### config.mk
export PLATFORM = sky130hd
export DESIGN_NAME = netconf_message_deframer_top
export DESIGN_NICKNAME = d
export VERILOG_FILES = /design/src/rtl/nmd_pkg.sv /design/src/rtl/nmd_cfg.sv /design/src/rtl/nmd_parse.sv /design/src/rtl/nmd_emit.sv /design/src/rtl/netconf_message_deframer_top.sv
export SDC_FILE = /design/constraint.sdc
export NUM_CORES = 1
export LEC_CHECK = 0
export ABC_AREA = 1
export BUFFER_PORTS_ARGS = -buffer_cell sky130_fd_sc_hd__clkbuf_2
export CAP_MARGIN = 20
export CORE_UTILIZATION = 47
export DETAILED_ROUTE_END_ITERATION = 10
export PLACE_DENSITY = 0.66
export SLEW_MARGIN = 15
export SYNTH_ARGS = -nofsm -noshare
export SYNTH_HDL_FRONTEND = slang
export SYNTH_SLANG_ARGS = --single-unit
### constraint.sdc
create_clock -name clk -period 6.35 [get_ports clk]
set_input_delay 0.635 -clock clk [delete_from_list [all_inputs] [get_ports clk]]
set_output_delay 0.635 -clock clk [all_outputs]
set_load 0.02 [all_outputs]
### src/rtl/nmd_pkg.sv
`default_nettype none

package nmd_pkg;

    // default sizes of the chunk size parser
    localparam int DEF_SIZE_BITS       = 32;
    localparam int DEF_MAX_SIZE_DIGITS = 10;

    // fixed field widths
    localparam int COUNT_W = 4;    // message counter, limit, digit counter
    localparam int MATCH_W = 3;    // bytes of the end marker matched so far
    localparam int RES_W   = 3;    // results of one input byte, up to six
    localparam int TDATA_W = 16;
    localparam int TUSER_W = 2;

    // configuration port
    localparam int PADDR_W     = 3;
    localparam int PDATA_W     = 32;
    localparam int CFG_IDX_LSB = 2;
    localparam int CFG_IDX_W   = PADDR_W - CFG_IDX_LSB;
    localparam logic [CFG_IDX_W-1:0] REG_MESSAGE_LIMIT = '0;
    localparam logic [COUNT_W-1:0]   LIMIT_RESET       = 4'd3;

    // characters of the framing grammar
    localparam logic [7:0] CH_LF       = 8'h0A;
    localparam logic [7:0] CH_HASH     = 8'h23;
    localparam logic [7:0] CH_ZERO     = 8'h30;
    localparam logic [7:0] CH_ONE      = 8'h31;
    localparam logic [7:0] CH_NINE     = 8'h39;
    localparam logic [7:0] CH_GT       = 8'h3E;
    localparam logic [7:0] CH_RBRACKET = 8'h5D;

    // last position of the end marker ]]>]]>
    localparam logic [MATCH_W-1:0] MARK_LAST = 3'd5;

    typedef enum logic [3:0] {
        PH_START      = 4'd0,
        PH_START_LF   = 4'd1,
        PH_EOM        = 4'd2,
        PH_HDR_LF     = 4'd3,
        PH_HDR_HASH   = 4'd4,
        PH_SIZE_FIRST = 4'd5,
        PH_SIZE       = 4'd6,
        PH_DATA       = 4'd7,
        PH_END_LF     = 4'd8,
        PH_DISCARD    = 4'd9
    } phase_t;

    typedef enum logic [2:0] {
        ST_OK         = 3'd0,
        ST_BAD_HDR    = 3'd1,
        ST_ZERO_SIZE  = 3'd2,
        ST_OVERSIZE   = 3'd3,
        ST_TRUNCATED  = 3'd4,
        ST_LIMIT      = 3'd5
    } status_t;

    // everything one input byte produces, in compact form:
    // payload bytes are an optional LF, then the first n of
    // (marker bytes 0..m-1, received byte); an optional control result ends the run
    typedef struct packed {
        logic                lf_pre;
        logic [MATCH_W-1:0]  m;
        logic [7:0]          b;
        logic [RES_W-1:0]    n_bytes;
        logic                ctl;
        logic                ctl_done;
        status_t             ctl_status;
        logic                trunc;
        logic [COUNT_W-1:0]  index;
        logic                chunked;
    } bundle_t;

    typedef struct packed {
        logic [7:0]          payload_byte;
        logic                payload_valid;
        logic [COUNT_W-1:0]  message_index;
        logic                message_done;
        logic                chunked_mode;
        status_t             status;
        logic                run_last;
    } result_t;

    // byte at a position of the end marker ]]>]]>
    function automatic logic [7:0] mark_byte(input logic [MATCH_W-1:0] idx);
        return (idx == 3'd2 || idx == MARK_LAST) ? CH_GT : CH_RBRACKET;
    endfunction

    // marker bytes still matched after a mismatch; only "]]" can survive,
    // after "]]" or "]]>]]" followed by another ']'
    function automatic logic [MATCH_W-1:0] eom_keep(input logic [MATCH_W-1:0] m,
                                                    input logic [7:0] b);
        return (b == CH_RBRACKET && (m == 3'd2 || m == MARK_LAST)) ? 3'd2 : 3'd0;
    endfunction

endpackage

`default_nettype wire

### src/rtl/nmd_cfg.sv
`default_nettype none

module nmd_cfg
    import nmd_pkg::*;
(
    input  wire logic                clk,
    input  wire logic                rst_n,
    input  wire logic                psel,
    input  wire logic                penable,
    input  wire logic                pwrite,
    input  wire logic [PADDR_W-1:0]  paddr,
    input  wire logic [PDATA_W-1:0]  pwdata,
    output logic      [PDATA_W-1:0]  prdata,
    output logic                     pready,
    output logic      [COUNT_W-1:0]  message_limit
);

    logic [COUNT_W-1:0]   limit_reg;
    logic [CFG_IDX_W-1:0] reg_idx;
    logic                 wr_en;

    // register decode
    assign pready  = 1'b1;
    assign reg_idx = paddr[PADDR_W-1:CFG_IDX_LSB];
    assign wr_en   = psel && penable && pwrite && pready;

    // register write
    always_ff @(posedge clk or negedge rst_n)
    begin
        if (!rst_n)
        begin
            limit_reg <= LIMIT_RESET;
        end
        else if (wr_en && reg_idx == REG_MESSAGE_LIMIT)
        begin
            limit_reg <= pwdata[COUNT_W-1:0];
        end
    end

    // register read
    always_comb
    begin
        prdata = '0;
        if (reg_idx == REG_MESSAGE_LIMIT)
        begin
            prdata = {{(PDATA_W-COUNT_W){1'b0}}, limit_reg};
        end
    end

    assign message_limit = limit_reg;

endmodule

`default_nettype wire

### src/rtl/nmd_parse.sv
`default_nettype none

module nmd_parse
    import nmd_pkg::*;
#(
    parameter int SIZE_BITS       = DEF_SIZE_BITS,
    parameter int MAX_SIZE_DIGITS = DEF_MAX_SIZE_DIGITS
)
(
    input  wire logic                clk,
    input  wire logic                rst_n,
    input  wire logic                accept,
    input  wire logic [7:0]          in_byte,
    input  wire logic                buffer_end,
    input  wire logic [COUNT_W-1:0]  message_limit,
    output bundle_t                  bundle
);

    localparam logic [COUNT_W-1:0] MAX_DIGITS = COUNT_W'(MAX_SIZE_DIGITS);
    localparam logic [COUNT_W-1:0] COUNT_MAX  = '1;

    // parser state
    phase_t                 phase_reg,   phase_next;
    logic                   framing_reg, framing_next;
    logic [MATCH_W-1:0]     matched_reg, matched_next;
    logic [SIZE_BITS-1:0]   acc_reg,     acc_next;
    logic [SIZE_BITS-1:0]   left_reg,    left_next;
    logic [COUNT_W-1:0]     digits_reg,  digits_next;
    logic [COUNT_W-1:0]     msgs_reg,    msgs_next;
    logic                   seen_reg,    seen_next;

    // step decode
    logic                   feed;
    logic                   pass;
    logic                   close;
    logic                   fail;
    status_t                fail_code;
    logic [MATCH_W-1:0]     m_in;
    logic                   match;
    logic [MATCH_W-1:0]     keep;
    logic                   lf_pre;
    logic [RES_W-1:0]       rel_n;
    logic [RES_W-1:0]       n_bytes;
    logic                   ctl;
    logic                   ctl_done;
    status_t                ctl_status;
    logic                   trunc;
    logic                   res_chunked;
    logic                   is_digit;
    logic [3:0]             digit;
    logic [SIZE_BITS+3:0]   prod;
    logic                   over;
    logic [SIZE_BITS-1:0]   left_dec;

    // size arithmetic: acc * 10 + digit, overflow in the top bits
    assign is_digit = (in_byte >= CH_ZERO) && (in_byte <= CH_NINE);
    assign digit    = in_byte[3:0];
    assign prod     = ({4'b0, acc_reg} << 3) + ({4'b0, acc_reg} << 1)
                    + {{SIZE_BITS{1'b0}}, digit};
    assign over     = |prod[SIZE_BITS+3:SIZE_BITS];
    assign left_dec = (left_reg != '0) ? left_reg - SIZE_BITS'(1) : left_reg;

    // end marker compare
    assign match = (in_byte == mark_byte(m_in));
    assign keep  = eom_keep(m_in, in_byte);

    // next state and results of one byte
    always_comb
    begin
        phase_next   = phase_reg;
        framing_next = framing_reg;
        matched_next = matched_reg;
        acc_next     = acc_reg;
        left_next    = left_reg;
        digits_next  = digits_reg;
        msgs_next    = msgs_reg;
        seen_next    = seen_reg;
        feed         = 1'b0;
        pass         = 1'b0;
        close        = 1'b0;
        fail         = 1'b0;
        fail_code    = ST_BAD_HDR;
        m_in         = '0;
        lf_pre       = 1'b0;
        rel_n        = '0;
        ctl          = 1'b0;
        ctl_done     = 1'b0;
        ctl_status   = ST_OK;
        trunc        = 1'b0;

        // grammar
        unique case (phase_reg)
            PH_START:
            begin
                framing_next = 1'b0;
                if (msgs_reg >= message_limit)
                begin
                    ctl        = 1'b1;
                    ctl_status = ST_LIMIT;
                end
                else if (in_byte == CH_LF)
                begin
                    phase_next = PH_START_LF;
                end
                else
                begin
                    feed = 1'b1;
                end
            end
            PH_START_LF:
            begin
                if (in_byte == CH_HASH)
                begin
                    framing_next = 1'b1;
                    seen_next    = 1'b0;
                    acc_next     = '0;
                    digits_next  = '0;
                    phase_next   = PH_SIZE_FIRST;
                end
                else
                begin
                    lf_pre = 1'b1;
                    feed   = 1'b1;
                end
            end
            PH_EOM:
            begin
                feed = 1'b1;
                m_in = (matched_reg > MARK_LAST) ? '0 : matched_reg;
            end
            PH_HDR_LF:
            begin
                if (in_byte == CH_LF)
                begin
                    phase_next = PH_HDR_HASH;
                end
                else
                begin
                    fail = 1'b1;
                end
            end
            PH_HDR_HASH:
            begin
                if (in_byte == CH_HASH)
                begin
                    acc_next    = '0;
                    digits_next = '0;
                    phase_next  = PH_SIZE_FIRST;
                end
                else
                begin
                    fail = 1'b1;
                end
            end
            PH_SIZE_FIRST:
            begin
                if (in_byte >= CH_ONE && in_byte <= CH_NINE)
                begin
                    acc_next    = SIZE_BITS'(digit);
                    digits_next = COUNT_W'(1);
                    phase_next  = PH_SIZE;
                end
                else if (in_byte == CH_ZERO)
                begin
                    fail      = 1'b1;
                    fail_code = ST_ZERO_SIZE;
                end
                else if (in_byte == CH_HASH && seen_reg)
                begin
                    phase_next = PH_END_LF;
                end
                else
                begin
                    fail = 1'b1;
                end
            end
            PH_SIZE:
            begin
                if (is_digit)
                begin
                    if (digits_reg >= MAX_DIGITS || over)
                    begin
                        fail      = 1'b1;
                        fail_code = ST_OVERSIZE;
                    end
                    else
                    begin
                        acc_next    = prod[SIZE_BITS-1:0];
                        digits_next = digits_reg + COUNT_W'(1);
                    end
                end
                else if (in_byte == CH_LF)
                begin
                    left_next  = acc_reg;
                    seen_next  = 1'b1;
                    phase_next = (acc_reg == '0) ? PH_HDR_LF : PH_DATA;
                end
                else
                begin
                    fail = 1'b1;
                end
            end
            PH_DATA:
            begin
                pass      = 1'b1;
                left_next = left_dec;
                if (left_dec == '0)
                begin
                    phase_next = PH_HDR_LF;
                end
            end
            PH_END_LF:
            begin
                if (in_byte == CH_LF)
                begin
                    ctl      = 1'b1;
                    ctl_done = 1'b1;
                    close    = 1'b1;
                end
                else
                begin
                    fail = 1'b1;
                end
            end
            PH_DISCARD:
            begin
                phase_next = PH_DISCARD;
            end
            default:
            begin
                phase_next = PH_DISCARD;
            end
        endcase

        // end marker matcher: withhold matched bytes, release on mismatch
        if (feed)
        begin
            phase_next = PH_EOM;
            if (match)
            begin
                if (m_in == MARK_LAST)
                begin
                    ctl      = 1'b1;
                    ctl_done = 1'b1;
                    close    = 1'b1;
                end
                else
                begin
                    matched_next = m_in + MATCH_W'(1);
                end
            end
            else
            begin
                matched_next = keep;
                rel_n        = RES_W'(m_in + MATCH_W'(1) - keep);
            end
        end

        // chunk data byte goes straight through
        if (pass)
        begin
            rel_n = RES_W'(1);
        end

        // bad framing closes the message with a status
        if (fail)
        begin
            ctl        = 1'b1;
            ctl_done   = 1'b1;
            ctl_status = fail_code;
            phase_next = PH_DISCARD;
        end

        // message complete
        if (close)
        begin
            msgs_next    = (msgs_reg == COUNT_MAX) ? msgs_reg : msgs_reg + COUNT_W'(1);
            phase_next   = PH_START;
            matched_next = '0;
        end

        // framing that the results of this byte report
        res_chunked = framing_next;

        // end of buffer: release withheld bytes, flag truncation, clear
        if (buffer_end)
        begin
            if (phase_next != PH_START && phase_next != PH_DISCARD)
            begin
                trunc = 1'b1;
                if (phase_next == PH_START_LF)
                begin
                    lf_pre = 1'b1;
                end
                else if (phase_next == PH_EOM)
                begin
                    rel_n = RES_W'(m_in + MATCH_W'(1));
                end
            end
            phase_next   = PH_START;
            framing_next = 1'b0;
            matched_next = '0;
            acc_next     = '0;
            left_next    = '0;
            digits_next  = '0;
            msgs_next    = '0;
            seen_next    = 1'b0;
        end

        n_bytes = rel_n + {{(RES_W-1){1'b0}}, lf_pre};
        if (trunc && n_bytes == '0)
        begin
            ctl        = 1'b1;
            ctl_done   = 1'b1;
            ctl_status = ST_TRUNCATED;
        end
    end

    // compact result description for the output stage
    always_comb
    begin
        bundle.lf_pre     = lf_pre;
        bundle.m          = m_in;
        bundle.b          = in_byte;
        bundle.n_bytes    = n_bytes;
        bundle.ctl        = ctl;
        bundle.ctl_done   = ctl_done;
        bundle.ctl_status = ctl_status;
        bundle.trunc      = trunc && (n_bytes != '0);
        bundle.index      = msgs_reg;
        bundle.chunked    = res_chunked;
    end

    // state registers, updated once per accepted byte
    always_ff @(posedge clk or negedge rst_n)
    begin
        if (!rst_n)
        begin
            phase_reg   <= PH_START;
            framing_reg <= 1'b0;
            matched_reg <= '0;
            acc_reg     <= '0;
            left_reg    <= '0;
            digits_reg  <= '0;
            msgs_reg    <= '0;
            seen_reg    <= 1'b0;
        end
        else if (accept)
        begin
            phase_reg   <= phase_next;
            framing_reg <= framing_next;
            matched_reg <= matched_next;
            acc_reg     <= acc_next;
            left_reg    <= left_next;
            digits_reg  <= digits_next;
            msgs_reg    <= msgs_next;
            seen_reg    <= seen_next;
        end
    end

endmodule

`default_nettype wire

### src/rtl/nmd_emit.sv
`default_nettype none

module nmd_emit
    import nmd_pkg::*;
(
    input  wire logic     clk,
    input  wire logic     rst_n,
    input  wire logic     load,
    input  wire bundle_t  bundle_in,
    output logic          ready,
    output logic          out_valid,
    input  wire logic     out_ready,
    output result_t       result
);

    bundle_t            bund_reg,   bund_next;
    logic [RES_W-1:0]   pos_reg,    pos_next;
    logic [RES_W-1:0]   left_reg,   left_next;
    logic               out_valid_reg, out_valid_next;
    result_t            out_reg,    out_next;

    logic               load_out;
    logic               have;
    logic               last_item;
    logic               take;
    logic [RES_W-1:0]   n_res_in;
    logic [MATCH_W-1:0] j;
    logic [7:0]         sbyte;
    result_t            item;

    // handshake: next byte taken when no run is pending or while the last result of the run moves out
    assign load_out  = !out_valid_reg || out_ready;
    assign have      = (left_reg != '0);
    assign last_item = (left_reg == RES_W'(1));
    assign ready     = !have || (last_item && load_out);
    assign take      = have && load_out;
    assign n_res_in  = bundle_in.n_bytes + {{(RES_W-1){1'b0}}, bundle_in.ctl};

    // result at the current position of the run
    always_comb
    begin
        j = pos_reg - {{(RES_W-1){1'b0}}, bund_reg.lf_pre};
        if (j < bund_reg.m)
        begin
            sbyte = mark_byte(j);
        end
        else
        begin
            sbyte = bund_reg.b;
        end

        item.message_index = bund_reg.index;
        item.chunked_mode  = bund_reg.chunked;
        item.run_last      = last_item;
        if (pos_reg < bund_reg.n_bytes)
        begin
            item.payload_byte  = (bund_reg.lf_pre && pos_reg == '0) ? CH_LF : sbyte;
            item.payload_valid = 1'b1;
            item.message_done  = bund_reg.trunc && (pos_reg == bund_reg.n_bytes - RES_W'(1));
            item.status        = item.message_done ? ST_TRUNCATED : ST_OK;
        end
        else
        begin
            item.payload_byte  = '0;
            item.payload_valid = 1'b0;
            item.message_done  = bund_reg.ctl_done;
            item.status        = bund_reg.ctl_status;
        end
    end

    // run bookkeeping and output register
    always_comb
    begin
        bund_next      = bund_reg;
        pos_next       = pos_reg;
        left_next      = left_reg;
        out_valid_next = out_valid_reg;
        out_next       = out_reg;

        if (load)
        begin
            bund_next = bundle_in;
            pos_next  = '0;
            left_next = n_res_in;
        end
        else if (take)
        begin
            pos_next  = pos_reg + RES_W'(1);
            left_next = left_reg - RES_W'(1);
        end

        if (load_out)
        begin
            out_valid_next = have;
            if (have)
            begin
                out_next = item;
            end
        end
    end

    // control registers
    always_ff @(posedge clk or negedge rst_n)
    begin
        if (!rst_n)
        begin
            pos_reg       <= '0;
            left_reg      <= '0;
            out_valid_reg <= 1'b0;
        end
        else
        begin
            pos_reg       <= pos_next;
            left_reg      <= left_next;
            out_valid_reg <= out_valid_next;
        end
    end

    // payload registers
    always_ff @(posedge clk)
    begin
        bund_reg <= bund_next;
        out_reg  <= out_next;
    end

    assign out_valid = out_valid_reg;
    assign result    = out_reg;

endmodule

`default_nettype wire

### src/rtl/netconf_message_deframer_top.sv
// channel  | direction | ports                           | transfer
// ---------+-----------+---------------------------------+--------------------------
// s        | in        | s_tvalid s_tready s_tdata s_tlast | one received byte
// m        | out       | m_tvalid m_tready m_tdata m_tuser m_tlast | one result
// apb      | in        | psel penable pwrite paddr pwdata prdata pready | register access
//
// each accepted byte gives zero to six results, one result per cycle on m while m_tready is high
// a byte with a single result is taken every cycle while m is not stalled; a byte with
// several results holds s_tready low while the output register drains the run
// an s transfer reaches m through the run register and then the output register
// rst_n is asynchronous: parser state and m_tvalid clear, message_limit returns to 3
// a stall on m holds the output register; s is refused only when the run is still busy
`default_nettype none

module netconf_message_deframer_top
    import nmd_pkg::*;
#(
    parameter int SIZE_BITS       = DEF_SIZE_BITS,
    parameter int MAX_SIZE_DIGITS = DEF_MAX_SIZE_DIGITS
)
(
    input  wire logic                clk,
    input  wire logic                rst_n,

    input  wire logic                s_tvalid,
    output logic                     s_tready,
    input  wire logic [7:0]          s_tdata,    // [7:0] in_byte
    input  wire logic                s_tlast,    // buffer_end

    output logic                     m_tvalid,
    input  wire logic                m_tready,
    output logic [TDATA_W-1:0]       m_tdata,    // [7:0] payload_byte, [11:8] message_index,
                                                 // [12] message_done, [15:13] status
    output logic [TUSER_W-1:0]       m_tuser,    // [0] payload_valid, [1] chunked_mode
    output logic                     m_tlast,    // run_last

    input  wire logic                psel,
    input  wire logic                penable,
    input  wire logic                pwrite,
    input  wire logic [PADDR_W-1:0]  paddr,
    input  wire logic [PDATA_W-1:0]  pwdata,
    output logic      [PDATA_W-1:0]  prdata,
    output logic                     pready
);

    logic               s_accept;
    logic [COUNT_W-1:0] message_limit;
    bundle_t            bundle;
    result_t            result;

    assign s_accept = s_tvalid && s_tready;

    // configuration registers
    nmd_cfg u_cfg (
        .clk           (clk),
        .rst_n         (rst_n),
        .psel          (psel),
        .penable       (penable),
        .pwrite        (pwrite),
        .paddr         (paddr),
        .pwdata        (pwdata),
        .prdata        (prdata),
        .pready        (pready),
        .message_limit (message_limit)
    );

    // framing parser
    nmd_parse #(
        .SIZE_BITS       (SIZE_BITS),
        .MAX_SIZE_DIGITS (MAX_SIZE_DIGITS)
    ) u_parse (
        .clk           (clk),
        .rst_n         (rst_n),
        .accept        (s_accept),
        .in_byte       (s_tdata),
        .buffer_end    (s_tlast),
        .message_limit (message_limit),
        .bundle        (bundle)
    );

    // result run and output register
    nmd_emit u_emit (
        .clk       (clk),
        .rst_n     (rst_n),
        .load      (s_accept),
        .bundle_in (bundle),
        .ready     (s_tready),
        .out_valid (m_tvalid),
        .out_ready (m_tready),
        .result    (result)
    );

    // output packing
    assign m_tdata = {result.status, result.message_done, result.message_index,
                      result.payload_byte};
    assign m_tuser = {result.chunked_mode, result.payload_valid};
    assign m_tlast = result.run_last;

endmodule

`default_nettype wire

Word-level counts from Yosys, hierarchy flattened
Index checks and enable logic that the tools add are counted.
{"block": "word_totals", "register_bits": 136, "latchBits": 0, "ramBits": 0, "mem_bits_ro": 0, "in_bits": 51, "output_inout_bits": 54, "word_cells": 242, "n_memories": 0}
{"block": "op_classes", "add_sub_neg": 13, "n_mul": 0, "div_mod_pow": 0, "order_cmp": 8, "n_eq_ne": 32, "shift": 0, "mux": 109, "n_bitwise": 2, "n_reduce_logical": 49}
{"cell": "32-bit 2-to-1 mux", "n": 9}
{"cell": "4-bit 2-to-1 mux", "n": 24}
{"cell": "32-bit one-hot mux with 3 select lines", "n": 1}
{"cell": "3-bit 2-to-1 mux", "n": 26}
{"cell": "32-bit logical NOT", "n": 2}
{"cell": "32-bit one-hot mux with 2 select lines", "n": 1}
{"cell": "35-bit by 33-bit adder with 36-bit output", "n": 1}
{"cell": "36-bit by 4-bit adder with 36-bit output", "n": 1}
{"cell": "1-bit 2-to-1 mux", "n": 34}
{"cell": "32-bit nonzero test", "n": 1}
{"cell": "32-bit by 1-bit subtractor with 32-bit output (second input constant)", "n": 1}
{"cell": "4-bit one-hot mux with 7 select lines", "n": 1}
{"cell": "4-bit by 3-bit == test with 1-bit output (second input constant)", "n": 4}
{"cell": "8-bit by 6-bit == test with 1-bit output (second input constant)", "n": 2}
{"cell": "8-bit by 6-bit >= comparator with 1-bit output (second input constant)", "n": 2}
{"cell": "1-bit logical AND", "n": 15}
{"cell": "3-bit nonzero test", "n": 5}
{"cell": "7-bit 2-to-1 mux", "n": 2}
{"cell": "4-bit by 2-bit == test with 1-bit output (second input constant)", "n": 3}
{"cell": "3-bit by 2-bit != test with 1-bit output (second input constant)", "n": 4}
{"cell": "4-bit one-hot mux with 3 select lines", "n": 1}
{"cell": "2-bit OR reduction", "n": 5}
{"cell": "4-bit by 1-bit adder with 4-bit output (second input constant)", "n": 2}
{"cell": "4-bit by 1-bit == test with 1-bit output (second input constant)", "n": 2}
{"cell": "42 further kinds", "n": 64}

Depth between registers and ports, before layout
{"block": "logic_depth", "ltp_word": 21, "ltp_mapped": 41, "depth_no_buf": 41}

Modules after synthesis
From an unflattened synthesis, not the netlist that was laid out.
{"block": "hier_totals", "cells_unflattened": 1468, "area_unflattened_um2": 10785.3}
{"mod": "nmd_parse", "instances": 1, "cells_per_inst": 1232, "area_per_inst_um2": 8159.1, "seq_area_each_um2": 2026.9}
{"mod": "nmd_emit", "instances": 1, "cells_per_inst": 174, "area_per_inst_um2": 2177.1, "seq_area_each_um2": 1496.4}
{"mod": "nmd_cfg", "instances": 1, "cells_per_inst": 60, "area_per_inst_um2": 441.7, "seq_area_each_um2": 102.6}
{"mod": "netconf_message_deframer_top", "instances": 1, "cells_per_inst": 2, "area_per_inst_um2": 7.5, "seq_area_each_um2": 0.0}

Least setup slack after synthesis
OpenSTA, ideal clock, no wires.
{"block": "synth_timing", "path_type": "input-to-reg", "startpoint": "input port s_tdata[3]", "endpoint": "register u_emit.left_reg[2]", "setup_ns": 0.117, "t_arrival_ns": 4.831, "required_time_ns": 6.233, "setup_slack_ns": 1.402, "stages": 40, "n_path_buf": 0, "cell_sequence": "inv_1 > fa_1 > inv_1 > fa_1 > nand2_1 > nand3_1 > nand3_1 > nand2_1 > nand2_1 > nand2_2 > nand2_1 > nand2_1 > nand2_1 > nand2_1 > nor2_1 > nand3_1 > nand2_1 > nand2_1 > [... 4 more ...] > nor3_2 > nand3_1 > nand2_1 > nand2_1 > nand2_1 > ha_1 > ha_1 > inv_1 > nand3_1 > nand2_2 > nand4_2 > nand2_1 > ha_1 > ha_1 > nand3_1 > nand3_1 > nand2_1 > nand2_1"}
{"block": "synth_via", "elab_chain_len": 20, "word_cells_on_any_way": 74, "classes_between": "add/sub: 4; order compare: 3; eq/ne: 8; mux: 49; reduce/logical: 10"}
{"item": "start, declared", "line": "netconf_message_deframer_top.sv:27", "text": "input wire logic [7:0] s_tdata,"}
{"item": "parallel branches: the longest is 18 deep, another holds 36-bit by 4-bit adder with 36-bit output"}
{"item": "3-bit by 1-bit adder with 3-bit output (*)", "line": "nmd_emit.sv:37", "text": "assign n_res_in = bundle_in.n_bytes + {{(RES_W-1){1'b0}}, bundle_in.ctl};"}
{"item": "3-bit 2-to-1 mux (*)", "line": "nmd_emit.sv:80", "text": "if (load)"}
{"item": "end signal, assigned", "line": "nmd_emit.sv:114", "text": "left_reg <= left_next;"}
{"item": "end, declared", "line": "nmd_emit.sv:18", "text": "logic [RES_W-1:0] left_reg, left_next;"}
Mark *: on every way between the ends.
A chain may end at the register's enable or synchronous reset.

Final worst setup path
{"block": "layout_timing", "startpoint": "register u_parse.acc_reg[0]", "endpoint": "register u_emit.left_reg[2]"}
{"block": "layout_via", "elab_chain_len": 20, "word_cells_on_any_way": 36, "classes_between": "add/sub: 4; eq/ne: 3; mux: 22; reduce/logical: 7"}
{"item": "start, declared", "line": "nmd_parse.sv:26", "text": "logic [SIZE_BITS-1:0] acc_reg, acc_next;"}
{"item": "start signal, assigned", "line": "nmd_parse.sv:353", "text": "acc_reg <= acc_next;"}
{"item": "35-bit by 33-bit adder with 36-bit output", "line": "nmd_parse.sv:58", "text": "assign prod = ({4'b0, acc_reg} << 3) + ({4'b0, acc_reg} << 1)"}
{"item": "36-bit by 4-bit adder with 36-bit output", "line": "nmd_parse.sv:59", "text": "+ {{SIZE_BITS{1'b0}}, digit};"}
{"item": "4-bit OR reduction", "line": "nmd_parse.sv:60", "text": "assign over = |prod[SIZE_BITS+3:SIZE_BITS];"}
{"item": "1-bit logical OR", "line": "nmd_parse.sv:181", "text": "if (digits_reg >= MAX_DIGITS || over)"}
{"item": "1-bit 2-to-1 mux", "line": "nmd_parse.sv:181"}
{"item": "1-bit 2-to-1 mux", "line": "nmd_parse.sv:179", "text": "if (is_digit)"}
{"item": "1-bit one-hot mux with 4 select lines", "line": "nmd_parse.sv:92", "text": "unique case (phase_reg)"}
{"item": "4-bit 2-to-1 mux", "line": "nmd_parse.sv:266", "text": "if (fail)"}
{"item": "[... 4 more ...]"}
{"item": "3-bit 2-to-1 mux", "line": "nmd_parse.sv:288", "text": "if (phase_next != PH_START && phase_next != PH_DISCARD)"}
{"item": "3-bit 2-to-1 mux", "line": "nmd_parse.sv:286", "text": "if (buffer_end)"}
{"item": "3-bit by 1-bit adder with 3-bit output", "line": "nmd_parse.sv:310", "text": "n_bytes = rel_n + {{(RES_W-1){1'b0}}, lf_pre};"}
{"item": "3-bit logical NOT", "line": "nmd_parse.sv:311", "text": "if (trunc && n_bytes == '0)"}
{"item": "1-bit logical AND", "line": "nmd_parse.sv:311"}
{"item": "1-bit 2-to-1 mux", "line": "nmd_parse.sv:311"}
{"item": "3-bit by 1-bit adder with 3-bit output (*)", "line": "nmd_emit.sv:37"}
{"item": "3-bit 2-to-1 mux (*)", "line": "nmd_emit.sv:80"}
Every way passes the cells marked *; elsewhere a longest branch is shown, timed or not.

==> flow_summary.json <==
{
  "outcome": "completed",
  "period_share": 0.878,
  "ctsHtreeMaxLevel": 4,
  "path_depth": 38,
  "synth_area_sq_um": 10700,
  "drc_errors": 0,
  "hpwlAfterDp_um": 20500,
  "rsz0062_at_grt": "false",
  "numPortBuffers": 45,
  "power_leakage_nw": 5.99,
  "nFillCells": 2123,
  "reg2reg_from": "u_parse.acc_reg[0]",
  "antenna_cells": 0,
  "powerDensity_nw_per_um2": 584,
  "drt_first_pass_iters": 7,
  "synth_most_common_cell": "nand2_1",
  "final-hold-violation-count": 0,
  "vdd_drop_max_uv": 213,
  "dpl_cell_area_sq_um": 11100,
  "overflow": 0,
  "critPathMaxFanout": 4,
  "busiest_layer": "met2",
  "cts_setup_buffers": 0,
  "core-area_sq_um": 22000,
  "ant_nets": 0,
  "netlist_instances": 1472,
  "critPathBufInv": 4,
  "critPathSlowestCell": "fa_1",
  "row_count": 54,
  "hold_slack_ps": 91.0,
  "wl_per_cell_um": 15.1,
  "cts_buffers": 17,
  "syn_area_per_cell_sq_um": 7.24,
  "final-seq-area_sq_um": 3630,
  "ys_ff_latch": 136,
  "setup_viol": 0,
  "fin_skew_ps": 8.14,
  "cts_hold_buf": 0,
  "multi_input_area_sq_um": 5990,
  "nets": 1661,
  "vias": 9635,
  "worstMarginPinSlew_ps": 939,
  "path_clk_slew_ps": 60,
  "max_freq_mhz": 179,
  "finalMaxSlewViolations": 0,
  "antenna_found_initial": 0,
  "synth_edf_count": 44,
  "max_cap_violations": 0,
  "synthDistinctLibCells": 51,
  "period_minus_slack_ps": 5570,
  "hp-class": "in2async",
  "dr.first_iter.drc_count": 816,
  "dp.cells": 1777,
  "die_height_um": 153,
  "grt_pass1_wl_um": 45400,
  "viasPerCell": 5.33,
  "clock_latency_ps": 430,
  "grt_max_degree": 70,
  "path_common_cell": "nand2_1",
  "r2r_cells": 38,
  "start_util": 0.484,
  "grtUsageMet3": 0.0358,
  "use_met2": 0.379,
  "cts_buffer_depth": 2,
  "path_class": "reg2reg",
  "die_area_sq_um": 23300,
  "start_kind": "register",
  "synth_area_leaders": "dfrtp_1 (21%), nand2_1 (13%), edfxtp_1 (12%)",
  "r2r_setup_slack_ps": 780,
  "cts_resized": 0,
  "yosysSeqAreaShare": 0.340,
  "critPathTopFamily": "simple AND/OR/NAND/NOR gates",
  "area_growth_pct": 9.52,
  "drive_gt1_frac": 0.0804,
  "synthTopCellsByCount": "nand2_1 (360), inv_1 (214), nor2_1 (192), ha_1 (92), dfrtp_1 (90)",
  "ys.flop_type": "dfrtp_1",
  "grt_pass1_vias": 9095,
  "final_area_sq_um": 11700,
  "io_pins": 105,
  "yosysWarnings": 0,
  "synth_top_area_cell": "dfrtp_1",
  "fin_cells": 1809,
  "r2r_end": "u_emit.left_reg[2]",
  "clock_sinks": 136,
  "grt_util_all_layers": 0.243,
  "async_reset_ff_frac": 0.676,
  "cts-root-buf": "clkbuf_16",
  "gp_congestion": 0.914,
  "crit_path_end_kind": "register",
  "tns_ps": 0,
  "cts_tree": "yes",
  "synth_top_area_frac": 0.211,
  "cpPeakStageDelay_ps": 520,
  "routed_wl_um": 27400,
  "relSlewSlack": 0.374,
  "worstPathRequired_ps": 6680,
  "cp.arrival_ps": 5900,
  "use_met1": 0.344,
  "fp.dieW_um": 153
}
## worst register-to-register path: cells and delay by family, from the launching register on
family,cells,cell delay (ps)
and+or+nand+nor,28,2990
buffers and inverters,4,380
adders and majority gates,6,1690
DFF,1,420
## power by group
| part | internal (mW) | total (mW) | leakage [nW] | switching, mW |
|---|---|---|---|---|
| sequential | 1.32 | 1.64 | 1.65 | 0.323 |
| combinational | 1.37 | 4.13 | 4.05 | 2.77 |
| clock | 0.613 | 1.04 | 0.297 | 0.430 |
| total | 3.30 | 6.82 | 5.99 | 3.52 |
## worst max-delay path by stage
stage,start,endpoint,slack [ps]
after global routing,u_parse.acc_reg[0],u_emit.left_reg[2],240
after global placement,s_tdata[3],u_emit.left_reg[1],600
after detailed placement,s_tdata[3],u_emit.left_reg[2],470
after CTS,u_parse.acc_reg[0],u_emit.left_reg[2],840
after floorplan,s_tdata[3],u_emit.left_reg[2],1400
final,u_parse.acc_reg[0],u_emit.left_reg[2],780
## metrics by stage
step	power, mW	setup WS [ps]	utilization
after CTS	6.79	839	0.530
after global placement	5.65	599	0.502
after global routing	7.45	244	0.530
after detailed placement	5.71	470	0.502
final	6.82	777	0.530
after floorplan	4.70	1400	-
## cell usage in the layout, fill, tap and decap left out, types with 6 or more instances in the layout
cell       instances
dfrtp_1           90
a21oi_1           72
buf_4              8
o22ai_1           30
inv_6              7
o21ai_0           57
o32ai_1           23
nor2_2             7
xnor2_1           13
nand2_1          360
ha_1              92
nand2_2           10
nand4_1           24
nor3_1            17
conb_1            29
inv_1            214
a31oi_1           13
nand3_1           69
xor2_1            31
o21bai_1           6
o21ai_1            6
clkbuf_2          44
edfxtp_1          44
nor2_1           191
clkbuf_16         18
## cell families after synthesis
| logic type | share of synthesized area |
|---|---|
| AND/OR/NAND/NOR | 0.282 |
| AO/OA/AOI/OAI | 0.121 |
| other | 0.000704 |
| adder cells (fa/ha/maj) | 0.112 |
| buffers and inverters | 0.108 |
| flip-flops | 0.340 |
| XOR/XNOR | 0.0362 |
## cell type report
cell class,count,area share
Inverter,219,0.0705
Tap cell,280,0.0300
Multi-Input combinational cell,1090,0.513
Timing Repair Buffer,52,0.0240
Clock buffer,19,0.0389
Sequential cell,136,0.311
Clock inverter,13,0.0132
## metal layers
metal | up-vias | part of all wire
met5 | - | 0
met4 | 0 | 0.021
met3 | 38 | 0.048
met2 | 284 | 0.44
met1 | 4431 | 0.49
li1 | 4882 | -
(Power assumes the default switching activity.)
